--- src/rtl/cvm_pkg.sv ---
package cvm_pkg;

   localparam int CORDIC_STEPS = 30;
   localparam int DIV_NUM_W    = 62;

   localparam logic signed [63:0] FX_ONE      = 64'sd1073741824;
   localparam logic signed [34:0] HALF_PI_Q30 = 35'sd1686629713;
   localparam logic signed [34:0] PI_Q30      = 35'sd3373259426;
   localparam logic signed [33:0] CORDIC_GAIN = 34'sd652032874;

   localparam logic MODE_MOVE   = 1'b0;
   localparam logic MODE_ROTATE = 1'b1;

   typedef enum logic [3:0] {
      ST_IDLE, ST_RM_MUL, ST_RM_BUILD, ST_MV_MAC, ST_CS_START, ST_CS_WAIT, ST_QM_MAC,
      ST_NS_MAC, ST_SQ_START, ST_SQ_WAIT, ST_DV_START, ST_DV_WAIT, ST_TX_MAC, ST_DONE
   } state_type;

   typedef enum logic [1:0] {PH_YAW, PH_PITCH, PH_ROLL} phase_type;

   typedef struct packed {
      logic [1:0] ia;
      logic [1:0] ib;
      logic       neg;
   } term_type;

   typedef struct packed {
      logic               done;
      logic signed [31:0] cos_v;
      logic signed [31:0] sin_v;
   } cs_out_type;

   typedef struct packed {
      logic        done;
      logic [31:0] root;
   } sq_out_type;

   typedef struct packed {
      logic                 done;
      logic [DIV_NUM_W-1:0] quot;
   } dv_out_type;

   function automatic logic [31:0] atan_val(input logic [4:0] i);
      logic [31:0] v;
      case (i)
         5'd0:  v = 32'h3243F6A8;
         5'd1:  v = 32'h1DAC6705;
         5'd2:  v = 32'h0FADBAFC;
         5'd3:  v = 32'h07F56EA6;
         5'd4:  v = 32'h03FEAB76;
         5'd5:  v = 32'h01FFD55B;
         5'd6:  v = 32'h00FFFAAA;
         5'd7:  v = 32'h007FFF55;
         5'd8:  v = 32'h003FFFEA;
         5'd9:  v = 32'h001FFFFD;
         5'd10: v = 32'h000FFFFF;
         5'd11: v = 32'h0007FFFF;
         5'd12: v = 32'h0003FFFF;
         5'd13: v = 32'h0001FFFF;
         5'd14: v = 32'h0000FFFF;
         5'd15: v = 32'h00007FFF;
         5'd16: v = 32'h00003FFF;
         5'd17: v = 32'h00001FFF;
         5'd18: v = 32'h00000FFF;
         5'd19: v = 32'h000007FF;
         5'd20: v = 32'h000003FF;
         5'd21: v = 32'h000001FF;
         5'd22: v = 32'h000000FF;
         5'd23: v = 32'h0000007F;
         5'd24: v = 32'h0000003F;
         5'd25: v = 32'h0000001F;
         5'd26: v = 32'h0000000F;
         5'd27: v = 32'h00000008;
         5'd28: v = 32'h00000004;
         5'd29: v = 32'h00000002;
         default: v = 32'h0;
      endcase
      return v;
   endfunction

   // quaternion product terms, grouped four per output component w, x, y, z
   function automatic term_type qm_term(input logic [3:0] n);
      term_type t;
      unique case (n)
         4'd0:  t = '{2'd0, 2'd0, 1'b0};
         4'd1:  t = '{2'd1, 2'd1, 1'b1};
         4'd2:  t = '{2'd2, 2'd2, 1'b1};
         4'd3:  t = '{2'd3, 2'd3, 1'b1};
         4'd4:  t = '{2'd0, 2'd1, 1'b0};
         4'd5:  t = '{2'd1, 2'd0, 1'b0};
         4'd6:  t = '{2'd2, 2'd3, 1'b0};
         4'd7:  t = '{2'd3, 2'd2, 1'b1};
         4'd8:  t = '{2'd0, 2'd2, 1'b0};
         4'd9:  t = '{2'd1, 2'd3, 1'b1};
         4'd10: t = '{2'd2, 2'd0, 1'b0};
         4'd11: t = '{2'd3, 2'd1, 1'b0};
         4'd12: t = '{2'd0, 2'd3, 1'b0};
         4'd13: t = '{2'd1, 2'd2, 1'b0};
         4'd14: t = '{2'd2, 2'd1, 1'b1};
         4'd15: t = '{2'd3, 2'd0, 1'b0};
      endcase
      return t;
   endfunction

   // rotation matrix products: xx yy zz xy xz yz wx wy wz
   function automatic term_type rm_pair(input logic [3:0] n);
      term_type t;
      case (n)
         4'd0: t = '{2'd1, 2'd1, 1'b0};
         4'd1: t = '{2'd2, 2'd2, 1'b0};
         4'd2: t = '{2'd3, 2'd3, 1'b0};
         4'd3: t = '{2'd1, 2'd2, 1'b0};
         4'd4: t = '{2'd1, 2'd3, 1'b0};
         4'd5: t = '{2'd2, 2'd3, 1'b0};
         4'd6: t = '{2'd0, 2'd1, 1'b0};
         4'd7: t = '{2'd0, 2'd2, 1'b0};
         4'd8: t = '{2'd0, 2'd3, 1'b0};
         default: t = '{2'd0, 2'd0, 1'b0};
      endcase
      return t;
   endfunction

   function automatic logic signed [31:0] sat32(input logic signed [63:0] v);
      logic signed [31:0] r;
      if (v > 64'sd2147483647)
         r = 32'sh7FFFFFFF;
      else if (v < -64'sd2147483648)
         r = 32'sh80000000;
      else
         r = v[31:0];
      return r;
   endfunction

endpackage

--- src/rtl/cvm_div.sv ---
module cvm_div (
   input  logic                                clock,
   input  logic                                reset,
   input  logic                                start,
   input  logic [cvm_pkg::DIV_NUM_W-1:0]       num,
   input  logic [31:0]                         den,
   output cvm_pkg::dv_out_type                 res
);

   localparam int NW = cvm_pkg::DIV_NUM_W;

   logic          busy_ff, busy_in;
   logic          done_ff, done_in;
   logic [5:0]    cnt_ff, cnt_in;
   logic [31:0]   rem_ff, rem_in, den_ff, den_in;
   logic [NW-1:0] q_ff, q_in;
   logic [32:0]   trial;
   logic          ge;

   // restoring division: numerator shifts out the top, quotient bits in the bottom
   assign trial = {rem_ff, q_ff[NW-1]};
   assign ge    = trial >= {1'b0, den_ff};

   always_comb begin
      busy_in = busy_ff;
      done_in = 1'b0;
      cnt_in  = cnt_ff;
      rem_in  = rem_ff;
      den_in  = den_ff;
      q_in    = q_ff;
      if (start) begin
         busy_in = 1'b1;
         cnt_in  = '0;
         rem_in  = '0;
         den_in  = den;
         q_in    = num;
      end else if (busy_ff) begin
         rem_in = ge ? 32'(trial - {1'b0, den_ff}) : trial[31:0];
         q_in   = {q_ff[NW-2:0], ge};
         cnt_in = cnt_ff + 6'd1;
         if (cnt_ff == 6'(NW - 1)) begin
            busy_in = 1'b0;
            done_in = 1'b1;
         end
      end
   end

   always_ff @(posedge clock) begin
      if (reset) begin
         busy_ff <= 1'b0;
         done_ff <= 1'b0;
      end else begin
         busy_ff <= busy_in;
         done_ff <= done_in;
      end
   end

   always_ff @(posedge clock) begin
      cnt_ff <= cnt_in;
      rem_ff <= rem_in;
      den_ff <= den_in;
      q_ff   <= q_in;
   end

   assign res.done = done_ff;
   assign res.quot = q_ff;

endmodule

--- config.mk ---
export PLATFORM = sky130hd
export DESIGN_NAME = cvm_div
export DESIGN_NICKNAME = d
export VERILOG_FILES = /design/src/rtl/cvm_pkg.sv /design/src/rtl/cvm_div.sv
export SDC_FILE = /design/constraint.sdc
export NUM_CORES = 1
export LEC_CHECK = 0
export BUFFER_PORTS_ARGS = -buffer_cell sky130_fd_sc_hd__buf_2
export CAP_MARGIN = 15
export CORE_UTILIZATION = 52
export DETAILED_ROUTE_END_ITERATION = 12
export GPL_TIMING_DRIVEN = 0
export PLACE_DENSITY_LB_ADDON = 0.12
export SLEW_MARGIN = 15
export SYNTH_ARGS = -nofsm -noshare
export SYNTH_HDL_FRONTEND = slang
export SYNTH_SLANG_ARGS = --single-unit
--- constraint.sdc ---
create_clock -name clock -period 3.2 [get_ports clock]
set_clock_uncertainty 0.15 [all_clocks]
set_input_delay 0.32 -clock clock [delete_from_list [all_inputs] [get_ports clock]]
set_output_delay 0.32 -clock clock [all_outputs]
set_load 0.005 [all_outputs]
## Word-level counts from Yosys, hierarchy flattened

Cells that the tools add are included.

- Bits in registers: 134
- Input port bits: 97
- Output and inout port bits: 63
- Word-level logic and storage cells: 20

- Add/subtract/negate cells: 2
- $lt $le $gt $ge: 1
- Eq/ne operators: 1
- Muxes and demuxes: 7
- Bitwise operators: 1
- Reductions and logical operators: 2

Operator list:

| kind | number |
|---|---|
| $mux W62 | 2 |
| $ge A33 B32 Y1 | 1 |
| $mux W32 | 1 |
| $sub A32 B32 Y32 | 1 |
| $add A6 B1 Y6 const B | 1 |
| $eq A6 B6 Y1 const B | 1 |
| $mux W1 | 4 |
| $reduce_or A3 Y1 | 1 |
| $reduce_bool A2 Y1 | 1 |
| $not A1 Y1 | 1 |

## Logic depth before layout (Yosys ltp)

Gate-level depths: netlist (run 1).

- Word-level depth: 4
- Gate-level depth with buffers: 13
- Depth with buffers taken out: 11

## Worst setup path before layout (run 1)

No wires, ideal clock.

- Kind: flip-flop to flip-flop
- From: register den_ff[1]
- To: register rem_ff[13]
- Library setup time: 0.088 ns
- Arrival: 2.615 ns
- Data required time: 2.962 ns
- Path slack: 0.347 ns
- Cell stages (with the launch flop): 12
- Buffers on the path: 1
- Clock period less this slack: 2.853 ns
- Cell sequence: edfxtp_1 inv_1 ha_1 nor2b_1 o211ai_1 a211o_1 a21oi_1 or3b_1 a211oi_4 buf_6 and4b_1 nor4_2

- Cells in the longest elaborated chain, start to end: 2
- Elaborated cells between the ends (all ways): 3
- Those cells by class: 1 x add/sub; 1 x order compare; 1 x mux

Ends and longest elaborated chain:

| what | RTL line | RTL |
|---|---|---|
| start, declared | cvm_div.sv:15 | `logic [31:0] rem_ff, rem_in, den_ff, den_in;` |
| start signal, assigned | cvm_div.sv:61 | `den_ff <= den_in;` |
| $sub A32 B32 Y32 or $ge A33 B32 Y1 (tied branches) | cvm_div.sv:38, cvm_div.sv:22 |  |
| $mux W32 * | cvm_div.sv:38 | `rem_in = ge ? 32'(trial - {1'b0, den_ff}) : trial[31:0];` |
| end signal, assigned | cvm_div.sv:60 | `rem_ff <= rem_in;` |
| end, declared | cvm_div.sv:15 |  |

Mark *: on every way between the ends. The rest lies on a longest branch, timed or not.
A chain may end at the register's enable or synchronous reset.

## Final worst setup path (run 1)

- From: register rem_ff[19]
- To: register rem_ff[21]

- Cells in the longest elaborated chain, start to end: 2
- Elaborated cells between the ends (all ways): 3
- Those cells by class: 1 x add/sub; 1 x order compare; 1 x mux

Ends and longest elaborated chain:

| what | RTL line |
|---|---|
| $sub A32 B32 Y32 or $ge A33 B32 Y1 (tied branches) | cvm_div.sv:38, cvm_div.sv:22 |
| $mux W32 * | cvm_div.sv:38 |

Marked as above.

==> results of run 1 <==
## metrics by stage
stage                     cell area [µm²]  TNS [ps]  setup slack [ps]  power (µW)
after floorplan                      7327         0             347.5        2851
after global placement               8348    -18240            -292.2        3145
after detailed placement             8351    -187.0            -158.3        3174
after CTS                            9300         0             6.982        5165
after global routing                 9547    -155.0            -33.22        5453
final                                9547         0             78.69        5234
## worst max-delay path: cells and delay by family (launching register included)
| family | cells | cell delay, ps |
|---|---|---|
| compound gates | 6 | 1140 |
| fa+ha+maj | 1 | 400 |
| simple gates | 1 | 400 |
| flops | 1 | 340 |
| buf+inv | 1 | 300 |
| mux | 1 | 240 |
## cells in the final DEF (no fill, tap or decap), types with 15 or more instances in the layout
cell,synthesis,routed
o21ai_0,17,15
buf_2,6,162
ha_1,34,24
dlygate4sd3_1,0,33
nand2_1,32,31
clkbuf_1,18,18
clkbuf_16,0,18
inv_1,38,38
edfxtp_1,94,94
a211oi_1,23,23
mux2i_1,26,26
xnor2_1,20,20
dfxtp_1,40,40
a21oi_1,31,28
nor2_1,60,58
mux2_2,62,62
## sequential cells by signal (all words and copies together) (netlist names)
signal   cells
den_ff      32
cnt_ff       6
rem_ff      32
busy_ff      1
q_ff        62
done_ff      1
## layout make-up
cell class | count | area share (%)
buffer | 30 | 1.835
clock buffer | 19 | 4.535
clock inverter | 13 | 1.573
inverter | 38 | 1.494
multi-input combinational | 449 | 37.23
sequential | 134 | 37.96
tap | 180 | 2.359
timing repair buffer | 205 | 13.01
## kinds of logic (layout without fill, tap and decap cells)
group / Yosys count / in the layout / share of synthesized area, %
buffers and inverters: 73 / 305 / 4.508
multiplexers: 88 / 88 / 13.08
AND/OR/NAND/NOR: 166 / 166 / 11.30
XOR/XNOR: 30 / 30 / 3.586
flip-flops: 134 / 134 / 49.45
AO/OA/AOI/OAI: 130 / 130 / 11.99
adder cells (fa/ha/maj): 35 / 35 / 6.079
## per-layer routing
| metal | wire [µm] | share of wire, % | vias to the layer above | GRT usage [%] |
|---|---|---|---|---|
| met1 | 7602 | 43 | 2825 | 29.94 |
| met4 | 223 | 1.3 | 0 | 7.716 |
| met2 | 8777 | 50 | 185 | 41.85 |
| li1 | - | - | 2871 | - |
| met5 | 0 | 0 | - | 0 |
| met3 | 1032 | 5.9 | 22 | 6.274 |
## report_power, final
group          internal [µW]  total, µW  leakage, µW  switching (µW)
combinational            556       1150      0.00254             595
sequential              2040       2130      0.00127            87.0
clock                   1160       1960     0.000284             796
## worst paths after layout
kind,to,startpoint,depth (start not counted)
setup reg to reg,rem_ff[21]$_SDFFE_PP0P_,rem_ff[19]$_SDFFE_PP0P_,10
hold reg to reg,rem_ff[2]$_SDFFE_PP0P_,rem_ff[2]$_SDFFE_PP0P_,2
setup / recovery,rem_ff[21]$_SDFFE_PP0P_,rem_ff[19]$_SDFFE_PP0P_,10
hold / removal,q_ff[12]$_DFFE_PP_,num[12],2
## what timing repair did
action,CTS,global route
cloned,0,2
pin swaps,2,26
setup endpoints to repair,2,30
resized for setup,3,41
hold buffers,33,0
buffers inserted,3,8
hold endpoints to repair,34,0
==> impl_metrics.env, run 1 <==
export IMPL_status="complete, no violations"
export IMPL_wl_per_cell_um=16.51
export IMPL_avgViaCountPerCell=5.527
export IMPL_start_util_pct=52.99
export IMPL_clk_pin_slew_ps=60
export IMPL_nFillCells=1071
export IMPL_syn_nets=788
export IMPL_insertion_delay_ps=430
export IMPL_path_class="reg2reg"
export IMPL_h_tree_depth=4
export IMPL_setup_viol=0
export IMPL_dp_hpwl_mm=12.20
export IMPL_critPathSlowestCell="a211oi_4"
export IMPL_synthArstFlopShare_pct=0
export IMPL_crit_path_end_kind="flip-flop"
export IMPL_post_route_period_util_pct=97.54
export IMPL_arrival_ps=3230
export IMPL_maxCapViolations=0
export IMPL_grt_setup_unrepaired="true"
export IMPL_synth_area_leaders="edfxtp_1 (39%), dfxtp_1 (11%), mux2_2 (9.5%), ha_1 (5.8%), mux2i_1 (3.6%)"
export IMPL_synthTopCellsByCount="edfxtp_1 (94), mux2_2 (62), nor2_1 (60)"
export IMPL_grt_pass1_wl_mm=27.66
export IMPL_vias=5903
export IMPL_fin_cells=1068
export IMPL_maxSlewHeadroom_pct=42.97
export IMPL_seq_area_frac_synth_pct=49.45
export IMPL_ys_dominant_reg_cell="edfxtp_1"
export IMPL_routed_wl_mm=17.64
export IMPL_multi_input_area_um2=3555
export IMPL_cp_max_fo=7
export IMPL_required_ps=3310
export IMPL_finalHoldViolations=0
export IMPL_ios=160
export IMPL_peakVddDrop_mv=0.4009
export IMPL_whs_ps=43.80
export IMPL_yosysMostFrequentCell="edfxtp_1"
export IMPL_leakage_uw=0.004087
export IMPL_cts_tree="done"
export IMPL_cts_sinks=134
export IMPL_antenna_found_initial=0
export IMPL_min_period_ps=3121
export IMPL_synth_edff_count=94
export IMPL_ys_ff_latch=134
export IMPL_max_freq_mhz=320.4
export IMPL_nNetsFinal=1007
export IMPL_critPathLaunchType="flip-flop"
export IMPL_firstDrtPassIters=5
export IMPL_path_cells="ha_1 > a21oi_1 > o21ai_2 > a21o_1 > o21ai_1 > or3b_4 > a211oi_4 > buf_2 > mux2i_1 > a211oi_1"
export IMPL_grt_max_degree=64
export IMPL_avgSynthCellArea_um2=11.17
export IMPL_cts_inserted_buffers=17
export IMPL_dr_first_iter_drc_count=386
export IMPL_rrSetupSlack_ps=80
export IMPL_gr_total_overflow=0
export IMPL_die_w_um=120.7
export IMPL_tightest_slew_ps=855.5
export IMPL_yosysWarnings=0
export IMPL_io_buffers=159
export IMPL_place_congestion=0.9604
export IMPL_yosys_area_top_type="edfxtp_1"
export IMPL_drc=0
export IMPL_grt_pass1_vias=5872
export IMPL_cts_max_path_buffers=2
export IMPL_holdCritPathClass="in2reg"
export IMPL_cts_root_buf="clkbuf_16"
export IMPL_power_density_nw_per_um2=548.2
export IMPL_grt_usage_pct=24.39
export IMPL_die_h_um=120.7
export IMPL_crit_path_max_incr_delay_ps=410
export IMPL_netlist_instances=656
export IMPL_synth_top_area_share_pct=38.52
export IMPL_ff_latch_area_um2=3623
export IMPL_postRouteAntennaNets=0
export IMPL_syn_area_um2=7327
export IMPL_num_rows=43
export IMPL_areaGrowthSynthToFinish_pct=30.29
export IMPL_drive_gt1_share_pct=35.70
export IMPL_dp_cells=995
export IMPL_slew_violations=0
export IMPL_die_area_um2=14570
export IMPL_core_um2=13830
export IMPL_final_util_pct=69.04
export IMPL_yosysUniqueCellTypes=63
export IMPL_antenna_cells=0
Power figures use the tool's default switching activity.
==> inputs of run 2 (changes only) <==
--- a/config.mk
+++ b/config.mk
@@ -7,7 +7,7 @@
 export LEC_CHECK = 0
 export BUFFER_PORTS_ARGS = -buffer_cell sky130_fd_sc_hd__buf_2
 export CAP_MARGIN = 15
-export CORE_UTILIZATION = 52
+export CORE_UTILIZATION = 55
 export DETAILED_ROUTE_END_ITERATION = 12
 export GPL_TIMING_DRIVEN = 0
 export PLACE_DENSITY_LB_ADDON = 0.12
==> run 2 against run 1 <==
- utilization increased by 5.4 points
- non-clock buffer count unchanged
- register-to-register slack about the same
- power increased by 2.4%
- global-route usage increased by 2.6 points
- combinational power about the same
- sequential power about the same
- largest power group unchanged
==> impl_metrics.env, run 2 (synthesis gave the netlist of run 1 again) <==
export IMPL_grt_setup_unrepaired="true"
export IMPL_whs_ps=43.73
export IMPL_die_h_um=117.4
export IMPL_grt_pass1_wl_mm=29.12
export IMPL_gr_total_overflow=0
export IMPL_crit_path_end_kind="flip-flop"
export IMPL_p_comb_share_pct=21.2
export IMPL_leakage_uw=0.004107
export IMPL_antenna_cells=0
export IMPL_required_ps=3390
export IMPL_cts_tree="done"
export IMPL_reg_top3="q_ff (62), den_ff (32), rem_ff (32)"
export IMPL_peakVddDrop_mv=0.3865
export IMPL_io_buffers=159
export IMPL_total_power_uw=5359
export IMPL_arrival_ps=3320
export IMPL_power_density_nw_per_um2=561.6
export IMPL_maxCapViolations=0
export IMPL_nNetsFinal=1007
export IMPL_vias=5876
export IMPL_grt_busiest_layer="met2"
export IMPL_setup_viol=0
export IMPL_postRouteAntennaNets=0
export IMPL_seqPwrFrac_pct=39.7
export IMPL_grt_pass1_vias=5964
export IMPL_core_um2=12820
export IMPL_p_int_uw=3926
export IMPL_areaGrowthSynthToFinish_pct=30.23
export IMPL_insertion_delay_ps=430
export IMPL_met3_usage_pct=5.739
export IMPL_antenna_found_initial=0
export IMPL_fin_cells=1060
export IMPL_power_switching_uw=1432
export IMPL_routed_wl_mm=17.92
export IMPL_wl_per_cell_um=16.91
export IMPL_cts_inserted_buffers=17
export IMPL_met2_usage_pct=46.19
export IMPL_clk_pin_slew_ps=60
export IMPL_h_tree_depth=4
export IMPL_place_congestion=0.8880
export IMPL_dr_first_iter_drc_count=363
export IMPL_cts_sinks=134
export IMPL_clkPwrFrac_pct=39.1
export IMPL_drive_gt1_share_pct=34.91
export IMPL_cts_max_path_buffers=2
export IMPL_r2r_cells=12
export IMPL_largest_register="q_ff"
export IMPL_finalHoldViolations=0
export IMPL_avgViaCountPerCell=5.543
export IMPL_layout_common_cells="buf_2 (161), edfxtp_1 (94), mux2_2 (62)"
export IMPL_ios=160
export IMPL_status="complete, no violations"
export IMPL_path_class="reg2reg"
export IMPL_cts_root_buf="clkbuf_16"
export IMPL_critPathLaunchType="flip-flop"
export IMPL_cp_max_fo=4
export IMPL_start_util_pct=57.13
export IMPL_largest_register_ffs=62
export IMPL_min_period_ps=3125
export IMPL_dp_hpwl_mm=12.23
export IMPL_tightest_slew_ps=893.0
export IMPL_maxSlewHeadroom_pct=40.47
export IMPL_grt_max_degree=64
export IMPL_max_freq_mhz=320.0
export IMPL_die_w_um=117.4
export IMPL_grt_usage_pct=27.00
export IMPL_firstDrtPassIters=5
export IMPL_die_area_um2=13790
export IMPL_final_common_cell="buf_2"
export IMPL_post_route_period_util_pct=97.65
export IMPL_sw_frac_of_total_pct=26.73
export IMPL_drc=0
export IMPL_num_rows=41
export IMPL_whs_path_depth=2
export IMPL_slew_violations=0
export IMPL_holdCritPathClass="in2reg"
export IMPL_gr_usage_met1_pct=32.81
export IMPL_dp_cells=987
-- run 2: cell count changes in the layout (fill, tap and decap cells not counted), sizes merged --
cell / change
clkinvlp: +1
clkinv: -3
clkbuf: +1
buf: +1
inv: -2
bufinv: +2
-- run 2: area by class of cell --
cell class                      count  area [µm²]
Buffer                             31       182.7
Clock buffer                       21       460.4
Clock inverter                     11       171.4
Fill cell                         918        3283
Inverter                           38       142.6
Multi-Input combinational cell    449        3513
Sequential cell                   134        3623
Tap cell                          172       215.2
Timing Repair Buffer              204        1232
-- run 2: routing by layer --
layer | part of all wire [%] | vias to the layer above
met5 | 0 | -
met4 | 2.0 | 0
met3 | 5.2 | 30
met2 | 50 | 189
met1 | 43 | 2800
li1 | - | 2857
-- run 2: worst max-delay path, cell delays in order (launching register included) --
cell      delay (ps)
edfxtp_1         400
inv_2             90
ha_4             190
nor2b_2          150
o211ai_1         280
a211o_1          230
a21oi_2           70
or3b_4           400
a211oi_4         360
buf_6            180
buf_12           100
mux2_2           330
o22ai_2          100
-- run 2: power groups by stage --
stage / registers (µW) / clock network [µW] / logic, µW
after global routing: 2150 / 2190 / 1250
after detailed placement: 2160 / 0 / 1020
after CTS: 2120 / 2120 / 1060
after floorplan: 2150 / 0 / 700
after global placement: 2150 / 0 / 995
final: 2130 / 2090 / 1140
-- run 2: worst paths after layout --
| path | slack (ps) | start | to |
|---|---|---|---|
| max | 80 | den_ff[1]$_DFFE_PP_ | rem_ff[1]$_SDFFE_PP0P_ |
| min | 40 | num[33] | q_ff[33]$_DFFE_PP_ |
| max reg2reg | 80 | den_ff[1]$_DFFE_PP_ | rem_ff[1]$_SDFFE_PP0P_ |
| min reg2reg | 340 | cnt_ff[5]$_SDFFE_PP0P_ | cnt_ff[5]$_SDFFE_PP0P_ |
-- run 2: through the flow --
| step | TNS (ps) | util, % | cell area, µm² | worst slack, ps |
|---|---|---|---|---|
| floorplan | 0 | - | 7327 | 347.5 |
| global placement | -20120 | 65.01 | 8338 | -326.3 |
| detailed placement | -2547 | 65.03 | 8341 | -137.9 |
| CTS | -11.85 | 72.67 | 9320 | -11.85 |
| global route | -107.8 | 74.40 | 9542 | -41.93 |
| finish | 0 | 74.40 | 9542 | 75.05 |
-- run 2: timing repair --
action,CTS,global route
hold endpoints to repair,34,0
setup endpoints to repair,16,19
pin swaps,1,13
resized for setup,2,37
gates cloned,0,0
setup buffers,1,11
hold buffers,33,0
