[src/rtl/cvm_pkg.sv]
package cvm_pkg;

   localparam int CORDIC_STEPS = 30;
   localparam int DIV_NUM_W    = 62;

   localparam logic signed [63:0] FX_ONE      = 64'sd1073741824;
   localparam logic signed [34:0] HALF_PI_Q30 = 35'sd1686629713;
   localparam logic signed [34:0] PI_Q30      = 35'sd3373259426;
   localparam logic signed [33:0] CORDIC_GAIN = 34'sd652032874;

   localparam logic MODE_MOVE   = 1'b0;
   localparam logic MODE_ROTATE = 1'b1;

   typedef enum logic [3:0] {
      ST_IDLE, ST_RM_MUL, ST_RM_BUILD, ST_MV_MAC, ST_CS_START, ST_CS_WAIT, ST_QM_MAC,
      ST_NS_MAC, ST_SQ_START, ST_SQ_WAIT, ST_DV_START, ST_DV_WAIT, ST_TX_MAC, ST_DONE
   } state_type;

   typedef enum logic [1:0] {PH_YAW, PH_PITCH, PH_ROLL} phase_type;

   typedef struct packed {
      logic [1:0] ia;
      logic [1:0] ib;
      logic       neg;
   } term_type;

   typedef struct packed {
      logic               done;
      logic signed [31:0] cos_v;
      logic signed [31:0] sin_v;
   } cs_out_type;

   typedef struct packed {
      logic        done;
      logic [31:0] root;
   } sq_out_type;

   typedef struct packed {
      logic                 done;
      logic [DIV_NUM_W-1:0] quot;
   } dv_out_type;

   function automatic logic [31:0] atan_val(input logic [4:0] i);
      logic [31:0] v;
      case (i)
         5'd0:  v = 32'h3243F6A8;
         5'd1:  v = 32'h1DAC6705;
         5'd2:  v = 32'h0FADBAFC;
         5'd3:  v = 32'h07F56EA6;
         5'd4:  v = 32'h03FEAB76;
         5'd5:  v = 32'h01FFD55B;
         5'd6:  v = 32'h00FFFAAA;
         5'd7:  v = 32'h007FFF55;
         5'd8:  v = 32'h003FFFEA;
         5'd9:  v = 32'h001FFFFD;
         5'd10: v = 32'h000FFFFF;
         5'd11: v = 32'h0007FFFF;
         5'd12: v = 32'h0003FFFF;
         5'd13: v = 32'h0001FFFF;
         5'd14: v = 32'h0000FFFF;
         5'd15: v = 32'h00007FFF;
         5'd16: v = 32'h00003FFF;
         5'd17: v = 32'h00001FFF;
         5'd18: v = 32'h00000FFF;
         5'd19: v = 32'h000007FF;
         5'd20: v = 32'h000003FF;
         5'd21: v = 32'h000001FF;
         5'd22: v = 32'h000000FF;
         5'd23: v = 32'h0000007F;
         5'd24: v = 32'h0000003F;
         5'd25: v = 32'h0000001F;
         5'd26: v = 32'h0000000F;
         5'd27: v = 32'h00000008;
         5'd28: v = 32'h00000004;
         5'd29: v = 32'h00000002;
         default: v = 32'h0;
      endcase
      return v;
   endfunction

   // quaternion product terms, grouped four per output component w, x, y, z
   function automatic term_type qm_term(input logic [3:0] n);
      term_type t;
      unique case (n)
         4'd0:  t = '{2'd0, 2'd0, 1'b0};
         4'd1:  t = '{2'd1, 2'd1, 1'b1};
         4'd2:  t = '{2'd2, 2'd2, 1'b1};
         4'd3:  t = '{2'd3, 2'd3, 1'b1};
         4'd4:  t = '{2'd0, 2'd1, 1'b0};
         4'd5:  t = '{2'd1, 2'd0, 1'b0};
         4'd6:  t = '{2'd2, 2'd3, 1'b0};
         4'd7:  t = '{2'd3, 2'd2, 1'b1};
         4'd8:  t = '{2'd0, 2'd2, 1'b0};
         4'd9:  t = '{2'd1, 2'd3, 1'b1};
         4'd10: t = '{2'd2, 2'd0, 1'b0};
         4'd11: t = '{2'd3, 2'd1, 1'b0};
         4'd12: t = '{2'd0, 2'd3, 1'b0};
         4'd13: t = '{2'd1, 2'd2, 1'b0};
         4'd14: t = '{2'd2, 2'd1, 1'b1};
         4'd15: t = '{2'd3, 2'd0, 1'b0};
      endcase
      return t;
   endfunction

   // rotation matrix products: xx yy zz xy xz yz wx wy wz
   function automatic term_type rm_pair(input logic [3:0] n);
      term_type t;
      case (n)
         4'd0: t = '{2'd1, 2'd1, 1'b0};
         4'd1: t = '{2'd2, 2'd2, 1'b0};
         4'd2: t = '{2'd3, 2'd3, 1'b0};
         4'd3: t = '{2'd1, 2'd2, 1'b0};
         4'd4: t = '{2'd1, 2'd3, 1'b0};
         4'd5: t = '{2'd2, 2'd3, 1'b0};
         4'd6: t = '{2'd0, 2'd1, 1'b0};
         4'd7: t = '{2'd0, 2'd2, 1'b0};
         4'd8: t = '{2'd0, 2'd3, 1'b0};
         default: t = '{2'd0, 2'd0, 1'b0};
      endcase
      return t;
   endfunction

   function automatic logic signed [31:0] sat32(input logic signed [63:0] v);
      logic signed [31:0] r;
      if (v > 64'sd2147483647)
         r = 32'sh7FFFFFFF;
      else if (v < -64'sd2147483648)
         r = 32'sh80000000;
      else
         r = v[31:0];
      return r;
   endfunction

endpackage

[src/rtl/cvm_isqrt.sv]
module cvm_isqrt (
   input  logic                clock,
   input  logic                reset,
   input  logic                start,
   input  logic [63:0]         value,
   output cvm_pkg::sq_out_type res
);

   logic        busy_ff, busy_in;
   logic        done_ff, done_in;
   logic [63:0] n_ff, n_in, res_ff, res_in, bit_ff, bit_in;
   logic [63:0] trial;

   assign trial = res_ff + bit_ff;

   always_comb begin
      busy_in = busy_ff;
      done_in = 1'b0;
      n_in    = n_ff;
      res_in  = res_ff;
      bit_in  = bit_ff;
      if (start) begin
         busy_in = 1'b1;
         n_in    = value;
         res_in  = '0;
         bit_in  = 64'h4000_0000_0000_0000;
      end else if (busy_ff) begin
         if (n_ff >= trial) begin
            n_in   = n_ff - trial;
            res_in = (res_ff >> 1) + bit_ff;
         end else begin
            res_in = res_ff >> 1;
         end
         bit_in = bit_ff >> 2;
         if (bit_ff[0]) begin
            busy_in = 1'b0;
            done_in = 1'b1;
         end
      end
   end

   always_ff @(posedge clock) begin
      if (reset) begin
         busy_ff <= 1'b0;
         done_ff <= 1'b0;
      end else begin
         busy_ff <= busy_in;
         done_ff <= done_in;
      end
   end

   always_ff @(posedge clock) begin
      n_ff   <= n_in;
      res_ff <= res_in;
      bit_ff <= bit_in;
   end

   assign res.done = done_ff;
   assign res.root = res_ff[31:0];

endmodule

[config.mk]
export PLATFORM = sky130hd
export DESIGN_NAME = cvm_isqrt
export DESIGN_NICKNAME = d
export VERILOG_FILES = /design/src/rtl/cvm_pkg.sv /design/src/rtl/cvm_isqrt.sv
export SDC_FILE = /design/constraint.sdc
export NUM_CORES = 1
export LEC_CHECK = 0
export BUFFER_PORTS_ARGS = -buffer_cell sky130_fd_sc_hd__buf_2
export CORE_AREA = 4 4 181 183
export CTS_CLUSTER_DIAMETER = 150
export DETAILED_ROUTE_END_ITERATION = 16
export DIE_AREA = 0 0 185 187
export PLACE_DENSITY = 0.78
export SLEW_MARGIN = 10
export SYNTH_ARGS = -nofsm -noshare
export SYNTH_HDL_FRONTEND = slang
export SYNTH_SLANG_ARGS = --single-unit
[constraint.sdc]
create_clock -name clock -period 12.4 [get_ports clock]
set_input_delay 1.86 -clock clock [delete_from_list [all_inputs] [get_ports clock]]
set_output_delay 1.86 -clock clock [all_outputs]
set_load 0.05 [all_outputs]
* Word-level counts from Yosys, hierarchy flattened *
Index checks and enable logic that the tools add are counted.

storage, ports and cells
  register bits after elaboration = 162
  bits in latches = 0
  memory bits (writable) = 0
  ROM bits = 0
  input port bits = 67
  output and inout bits = 33
  word-level logic and storage cells = 22
  memories = 0

operators by class
  $add $sub $neg = 3
  $mul = 0
  divide/modulo/power cells = 0
  order comparisons = 1
  equal/unequal tests = 0
  shift-type cells = 0
  mux-type cells = 8
  bitwise logic cells = 1
  reduce and logical (&&, ||, !) cells = 4

operator list
  operator           count
  $mux 64            4
  $add 63x63->64     1
  $add 64x63->64     1
  $ge 64x64->1       1
  $sub 64x64->64     1
  $mux 1             4
  $reduce_bool 2->1  2
  $reduce_or 3->1    1
  $reduce_and 2->1   1
  $not 1->1          1

* Depth between registers and ports, before layout *
Gate-level depths: netlist of the first run.

  depth in word-level cells = 5
  gate-level depth with buffers = 27
  depth with buffers taken out = 23

* Worst setup path after synthesis of the first run *
No wires, ideal clock.

  path type = flip-flop to flip-flop
  start point = register res_ff[12]
  end point = register n_ff[0], enable pin
  library setup time = 574 ps
  arrival time = 8918 ps
  data required time = 11826 ps
  slack = 2908 ps
  stages on the path, launching flop included = 23
  path buffers = 4
  clock period less this slack = 9492 ps
  cell sequence = dfxtp_1 ha_1 buf_2 o211a_1 o2111ai_1 nor4_2 a21oi_1 o41ai_2 a22oi_2 o41ai_4 nand2_1 a21boi_0 xnor2_1 ha_1 clkbuf_1 nand4_1 nor4_1 nand4_1 a21oi_2 nor2_2 buf_2 buf_2 o21ai_0

on the way
  word-level cells in the longest chain between the ends = 4

RTL lines
  element                             RTL line         RTL
  from (decl)                         cvm_isqrt.sv:11  logic [63:0] n_ff, n_in, res_ff, res_in, bit_ff, bit_in;
  from (signal assigned)              cvm_isqrt.sv:54  res_ff <= res_in;
  $add 64x63->64                      cvm_isqrt.sv:14  assign trial = res_ff + bit_ff;
  $ge 64x64->1                        cvm_isqrt.sv:28  if (n_ff >= trial) begin
  $reduce_bool 2->1 (no source line)  -
  $reduce_and 2->1 (no source line)   -
  to (signal assigned)                cvm_isqrt.sv:53  n_ff <= n_in;
  to (decl)                           cvm_isqrt.sv:11

Every way passes these cells.
A chain may end at the register's enable or synchronous reset.

* Worst setup path after layout of the first run *
  start point = register bit_ff[0]
  end point = register n_ff[61], enable pin

on the way
  word-level cells in the longest chain between the ends = 4

RTL lines
  element                             RTL line         RTL
  from (decl)                         cvm_isqrt.sv:11
  from (signal assigned)              cvm_isqrt.sv:55  bit_ff <= bit_in;
  $add 64x63->64                      cvm_isqrt.sv:14
  $ge 64x64->1                        cvm_isqrt.sv:28
  $reduce_bool 2->1 (no source line)  -
  $reduce_and 2->1 (no source line)   -

Every way passes these cells.

==> results of run 1 <==
[worst reg2reg max path, cell delays in order (launching register included)]
cell and delay, ps:
sky130_fd_sc_hd__dfxtp_1 380, sky130_fd_sc_hd__ha_1 190, sky130_fd_sc_hd__ha_1 200, sky130_fd_sc_hd__a21oi_1 130, sky130_fd_sc_hd__o21ai_0 390, sky130_fd_sc_hd__a221o_1 310, sky130_fd_sc_hd__a21oi_1 190, sky130_fd_sc_hd__o41ai_2 450
sky130_fd_sc_hd__a22oi_2 180, sky130_fd_sc_hd__o41ai_4 500, sky130_fd_sc_hd__a21oi_2 170, sky130_fd_sc_hd__nor4b_1 320, sky130_fd_sc_hd__a311oi_1 100, sky130_fd_sc_hd__ha_1 400, sky130_fd_sc_hd__nand4_1 200, sky130_fd_sc_hd__nor4_1 430
sky130_fd_sc_hd__nand4_1 170, sky130_fd_sc_hd__a21oi_2 240, sky130_fd_sc_hd__nor2_4 40, sky130_fd_sc_hd__buf_4 330, sky130_fd_sc_hd__o21ai_4 400, sky130_fd_sc_hd__buf_4 640
[kinds of logic after synthesis]
logic type                 after synthesis  share of synthesized area (%)
muxes                                   50                           3.28
and+or+nand+nor                        628                           19.0
DFF                                    162                           25.1
xor gates and xnor gates               153                           8.68
buffers and inverters                  192                           5.75
AOI/OAI and AO/OA                      641                           27.5
adders and majority gates              131                           10.7
[state kept, by name, indices dropped and copies added (netlist names)]
name and flops:
res_ff 64, busy_ff 1, n_ff 64, done_ff 1
bit_ff 32
[layer usage]
metal | global-route usage, % | part of all wire (%) | up-vias | wire (um)
met4 | 8.72 | 3.2 | 0 | 1470
met3 | 3.99 | 8.2 | 111 | 3710
met2 | 37.1 | 43 | 755 | 19500
li1 | - | - | 7144 | -
met1 | 38.0 | 46 | 7039 | 20700
met5 | 0 | 0 | - | 0
[synthesized netlist by cell type (43+ instances only)]
master / number
sky130_fd_sc_hd__nand2_1: 203
sky130_fd_sc_hd__nand4_1: 44
sky130_fd_sc_hd__dfxtp_1: 98
sky130_fd_sc_hd__xnor2_1: 84
sky130_fd_sc_hd__nand3_1: 43
sky130_fd_sc_hd__a21oi_1: 132
sky130_fd_sc_hd__a21o_1: 50
sky130_fd_sc_hd__ha_1: 130
sky130_fd_sc_hd__edfxtp_1: 64
sky130_fd_sc_hd__clkbuf_1: 82
sky130_fd_sc_hd__nor2_1: 195
sky130_fd_sc_hd__o21ai_0: 166
sky130_fd_sc_hd__mux2i_1: 45
sky130_fd_sc_hd__a31oi_1: 68
sky130_fd_sc_hd__xor2_1: 69
sky130_fd_sc_hd__a211oi_1: 45
[stage by stage]
stage | worst slack (ps) | hold WS [ps] | std cells
finish | 5560 | 518 | 2346
floorplan | 2910 | 468 | 1957
global placement | 5930 | 494 | 2314
global route | 5170 | 552 | 2346
CTS | 5620 | 528 | 2346
detailed placement | 5680 | 518 | 2314
[layout make-up]
type	count	area, um^2	area share [%]
Multi-Input combinational cell	1603	10700	65.4
Sequential cell	162	3890	23.8
Timing Repair Buffer	106	554	3.39
Tap cell	402	503	3.08
Clock buffer	17	425	2.60
Inverter	41	154	0.941
Clock inverter	15	136	0.834
[worst max-delay path by stage]
stage          startpoint  endpoint  slack [ps]  cells after the start
5_1_grt         bit_ff[0]  n_ff[57]        5170                     21
2_1_floorplan  res_ff[12]   n_ff[0]        2910                     22
3_3_place_gp    bit_ff[0]  n_ff[61]        5930                     21
3_5_place_dp    bit_ff[0]  n_ff[57]        5680                     21
4_1_cts         bit_ff[0]  n_ff[57]        5620                     21
6_report        bit_ff[0]  n_ff[61]        5560                     21
[power breakdown]
part           internal (W)  total, W  switching, W
Combinational      0.000610   0.00161       0.00100
Clock              0.000266  0.000528      0.000262
Sequential         0.000697  0.000797      0.000100
Total               0.00157   0.00294       0.00136
==> impl_metrics.yaml, run 1 <==
worst_hold_path:
  worst_hold_path_depth: 2
  hp-start: "res_ff[0]"
  worst_hold_path.endpoint: "res_ff[0]"
  worst_hold_path_type: "reg2reg"
final_layout:
  layout_commonest_cell: "sky130_fd_sc_hd__nand2_1"
  finalNetCount: 2129
  n_fill_cell: 3003
  syn2layout_area_growth_pct: 5.86
  antenna-diode-count: 0
  finish.instance_area_um2: 16300
  final_cell_utilization_of_the_core_pct: 52.3
  drive_above_1_share_pct: 10.2
  mostFrequentLayoutCells: "203 x sky130_fd_sc_hd__nand2_1, 195 x sky130_fd_sc_hd__nor2_1, 165 x sky130_fd_sc_hd__o21ai_0"
clock_tree:
  clk_pin_slew_ps: 80
  root_buffer_master: "sky130_fd_sc_hd__clkbuf_16"
  cts_setup_buffers: 0
  tritoncts_buffer_count: 17
  tritoncts: "built"
  largest_buffer_count_on_any_clock_path: 2
  post_cts_hold_buffer_count: 0
  clock_sinks: 162
  postCtsResizedCells: 0
  clock_tree.htree_level_count: 4
  clk-insertion-delay-late_ps: 450
detailed_routing:
  drt-total-wl_um: 45400
  postRouteAntennaNets: 0
  dr_total_vias: 15000
  initialDrtViolationCount: 1626
  via_per_inst: 6.41
  wl_per_cell_um: 19.3
  drt_pre_antenna_iters: 6
  remaining_drc_errors: 0
yosys:
  synth.ff_latch_count: 162
  synth_top_area_cell: "sky130_fd_sc_hd__dfxtp_1"
  netlist_area_um2: 15400
  synth_area_per_cell_um2: 7.89
  syn-instance-count: 1957
  synth-async-reset-ratio_pct: 0
  netlist_top_cells_area: "sky130_fd_sc_hd__dfxtp_1 13%, sky130_fd_sc_hd__edfxtp_1 12%, sky130_fd_sc_hd__ha_1 11%"
  most_used_dff_post_synth: "sky130_fd_sc_hd__dfxtp_1"
  yosys.area.top_type_share_pct: 12.7
  post_synth_edffs: 64
  syn_nets: 2155
  synth_sequential_area_ratio_pct: 25.1
  netlist-cell-type-count: 94
  ys_warn_count: 0
setup_path:
  crit-reg2reg-capture: "n_ff[61]"
  startpoint_type: "register"
  path_max_fanout: 70
  r2r_start: "bit_ff[0]"
  worst-r2r-cell-count: 21
  end_kind: "register"
  worstPathCellList: "ha_1, ha_1, a21oi_1, o21ai_0, a221o_1, a21oi_1, o41ai_2, a22oi_2, o41ai_4, a21oi_2, nor4b_1, a311oi_1, ha_1, nand4_1, nor4_1, nand4_1, a21oi_2, nor2_4, buf_4, o21ai_4, buf_4"
  worst_ep_required_time_ps: 12470
  cp_common_cell: "sky130_fd_sc_hd__ha_1"
  worst_path_max_delay_cell: "sky130_fd_sc_hd__buf_4"
  setup.worst_path.class: "reg2reg"
  cp_data_arrival_time_ps: 6910
  regToRegSetupSlack_ps: 5560
  cp_top_family: "compound AO/OA/AOI/OAI gates"
  worst-path-buf-inv: 2
  crit_path_max_incr_delay_ps: 640
floorplanning:
  io_pins: 100
  chipHeight_um: 187
  die-width_um: 185
  die-area_um2: 34600
  core_um2: 31200
  starting_density_of_the_core_pct: 49.4
  placement_rows: 65
timing:
  timing.final.crit_share_pct: 55.1
  rsz0062_at_grt: "false"
  timing_worst_slew_pin_value_ps: 992
  slew_headroom_pct: 33.8
  setup_violations: 0
  finalWorstPathRequiredPeriod_ps: 6840
  fin_tns_setup_ps: 0
  final_max_slew_viol_count: 0
  timing.clock.skew_ps: 16.1
  final_hold_violation_count: 0
  max_freq_mhz: 146
power:
  static-leakage-power_nw: 6.30
  irDropWorstVdd_uv: 126
  total_power_w: 0.00294
  power-per-cell-area_nw_per_um2: 180
placed_design:
  post_place_cell_area_um2: 15800
  dp_hpwl_um: 34100
  gp_routability_congestion: 0.986
  buffer_ports.inserted: 99
job:
  timing.max_cap.violations: 0
grt:
  antenna_violations_before_repair: 0
  number_of_global_route_vias_before_repair: 13800
  pin_count_of_the_biggest_net_entering_global_routing: 90
  grt_overflow: 0
  track_usage_pct: 25.4
  grt_pass1_wl_um: 72600
run_status:
  status: "completed"
Power figures use the tool's default switching activity.
==> inputs of run 2 (changes only) <==
--- a/config.mk
+++ b/config.mk
@@ -10,7 +10,7 @@
 export CTS_CLUSTER_DIAMETER = 150
 export DETAILED_ROUTE_END_ITERATION = 16
 export DIE_AREA = 0 0 185 187
-export PLACE_DENSITY = 0.78
+export PLACE_DENSITY = 0.81
 export SLEW_MARGIN = 10
 export SYNTH_ARGS = -nofsm -noshare
 export SYNTH_HDL_FRONTEND = slang
==> constraint.sdc (replaced) <==
create_clock -name clock -period 6.1 [get_ports clock]
set_input_delay 0.915 -clock clock [delete_from_list [all_inputs] [get_ports clock]]
set_output_delay 0.915 -clock clock [all_outputs]
set_load 0.05 [all_outputs]
==> impl_metrics.yaml, run 2 (synthesis results as in run 1) <==
run_status:
  status: "completed"
clock_tree:
  clk_pin_slew_ps: 80
  largest_buffer_count_on_any_clock_path: 2
  root_buffer_master: "sky130_fd_sc_hd__clkbuf_16"
  clock_sinks: 162
  clk-insertion-delay-late_ps: 460
  tritoncts: "built"
  clock_tree.htree_level_count: 4
  tritoncts_buffer_count: 17
  post_cts_hold_buffer_count: 0
detailed_routing:
  remaining_drc_errors: 0
  dr_total_vias: 15100
  via_per_inst: 6.31
  wl_per_cell_um: 18.8
  drt-total-wl_um: 45100
  postRouteAntennaNets: 0
  initialDrtViolationCount: 1319
  drt_pre_antenna_iters: 5
placed_design:
  pre_cts_slack_ps: 13.9
  dp_hpwl_um: 33800
  gp_routability_congestion: 0.955
  buffer_ports.inserted: 99
power:
  irDropWorstVdd_uv: 205
  static-leakage-power_nw: 6.61
  total_power_w: 0.00619
  power-per-cell-area_nw_per_um2: 366
grt:
  track_usage_pct: 25.3
  grt.met2_usage_pct: 39.6
  antenna_violations_before_repair: 0
  grt_pass1_wl_um: 73300
  pin_count_of_the_biggest_net_entering_global_routing: 93
  number_of_global_route_vias_before_repair: 14300
  met3_usage_pct: 3.79
  gr-usage-met1_pct: 35.3
  top_usage_layer: "met2"
  grt_overflow: 0
timing:
  slew_headroom_pct: 29.5
  timing_worst_slew_pin_value_ps: 1050
  timing.clock.skew_ps: 14.5
  final_hold_violation_count: 0
  finalWorstPathRequiredPeriod_ps: 5820
  final_max_slew_viol_count: 0
  setup_slack_ps: 279
  setup_violations: 0
  max_freq_mhz: 172
  timing.final.crit_share_pct: 95.4
floorplanning:
  io_pins: 100
  core_um2: 31200
  chipHeight_um: 187
  die-width_um: 185
  die-area_um2: 34600
  starting_density_of_the_core_pct: 49.4
  placement_rows: 65
worst_hold_path:
  worst_hold_path_type: "reg2reg"
final_layout:
  mostFrequentLayoutCells: "203 x sky130_fd_sc_hd__nand2_1, 195 x sky130_fd_sc_hd__nor2_1, 163 x sky130_fd_sc_hd__o21ai_0"
  finalNetCount: 2180
  syn2layout_area_growth_pct: 9.50
  biggestRegsByFlops: "n_ff: 64 flops, res_ff: 64 flops, bit_ff: 32 flops"
  n_fill_cell: 2943
  drive_above_1_share_pct: 13.2
  layout_commonest_cell: "sky130_fd_sc_hd__nand2_1"
  antenna-diode-count: 0
setup_path:
  cp_data_arrival_time_ps: 6180
  end_kind: "register"
  worst_ep_required_time_ps: 6460
  path_max_fanout: 14
  startpoint_type: "register"
  setup.worst_path.class: "reg2reg"
job:
  timing.max_cap.violations: 0
run 2: routing by layer:
metal	wire (um)	share of wire, %
met2	20400	45
met4	1580	3.5
met3	3240	7.2
met1	20000	44
met5	0	0
run 2: through the flow:
stage,cells,TNS [ps],instance area [um^2],hold slack [ps],utilization [%]
3_3_place_gp,2357,0,16100,492,51.7
6_report,2397,0,16900,510,54.1
5_1_grt,2397,-14.4,16900,526,54.1
3_5_place_dp,2357,0,16100,501,51.7
2_1_floorplan,1957,0,15500,468,-
4_1_cts,2389,0,16700,509,53.5
run 2: critical path: stages, from the launching register on:
cell and delay [ps]:
sky130_fd_sc_hd__dfxtp_1 410, sky130_fd_sc_hd__ha_1 430, sky130_fd_sc_hd__nand4_1 280, sky130_fd_sc_hd__nor4_2 450, sky130_fd_sc_hd__a21oi_4 140, sky130_fd_sc_hd__o41ai_4 390, sky130_fd_sc_hd__a22oi_2 170, sky130_fd_sc_hd__o41ai_4 230
sky130_fd_sc_hd__buf_4 200, sky130_fd_sc_hd__nand2_1 70, sky130_fd_sc_hd__a21boi_0 260, sky130_fd_sc_hd__xnor2_1 130, sky130_fd_sc_hd__ha_1 440, sky130_fd_sc_hd__nand4_1 230, sky130_fd_sc_hd__nor4_2 310, sky130_fd_sc_hd__buf_4 170
sky130_fd_sc_hd__o21ai_1 80, sky130_fd_sc_hd__o211ai_1 180, sky130_fd_sc_hd__buf_4 190, sky130_fd_sc_hd__nor2_4 40, sky130_fd_sc_hd__buf_12 130, sky130_fd_sc_hd__buf_4 180, sky130_fd_sc_hd__or3_1 350, sky130_fd_sc_hd__a311oi_1 270
run 2: area by class of cell:
cell class	count	area (um^2)	share of cell area, %
multi-input combinational	1603	10800	63.9
sequential	162	3890	23.0
timing repair buffer	157	987	5.84
tap	402	503	2.97
clock buffer	18	430	2.55
inverter	41	154	0.910
clock inverter	14	138	0.814
run 2: what timing repair did:
action,4_1_cts,5_1_grt
buffers inserted,0,8
resized for setup,1,20
pin swaps,0,6
endpoints found under the setup margin,12,141
hold endpoints to repair,0,0
run 2: worst paths after layout:
kind / slack, ps / cells past startpoint / end / startpoint
min: 510 / 2 / res_ff[0] / res_ff[0]
max reg2reg: 280 / 23 / res_ff[13] / res_ff[24]
max: 280 / 23 / res_ff[13] / res_ff[24]
min reg2reg: 510 / 2 / res_ff[0] / res_ff[0]
run 2: power by group:
group | internal [W] | switching, W
Clock | 0.000545 | 0.000544
Sequential | 0.00141 | 0.000166
Combinational | 0.00140 | 0.00211
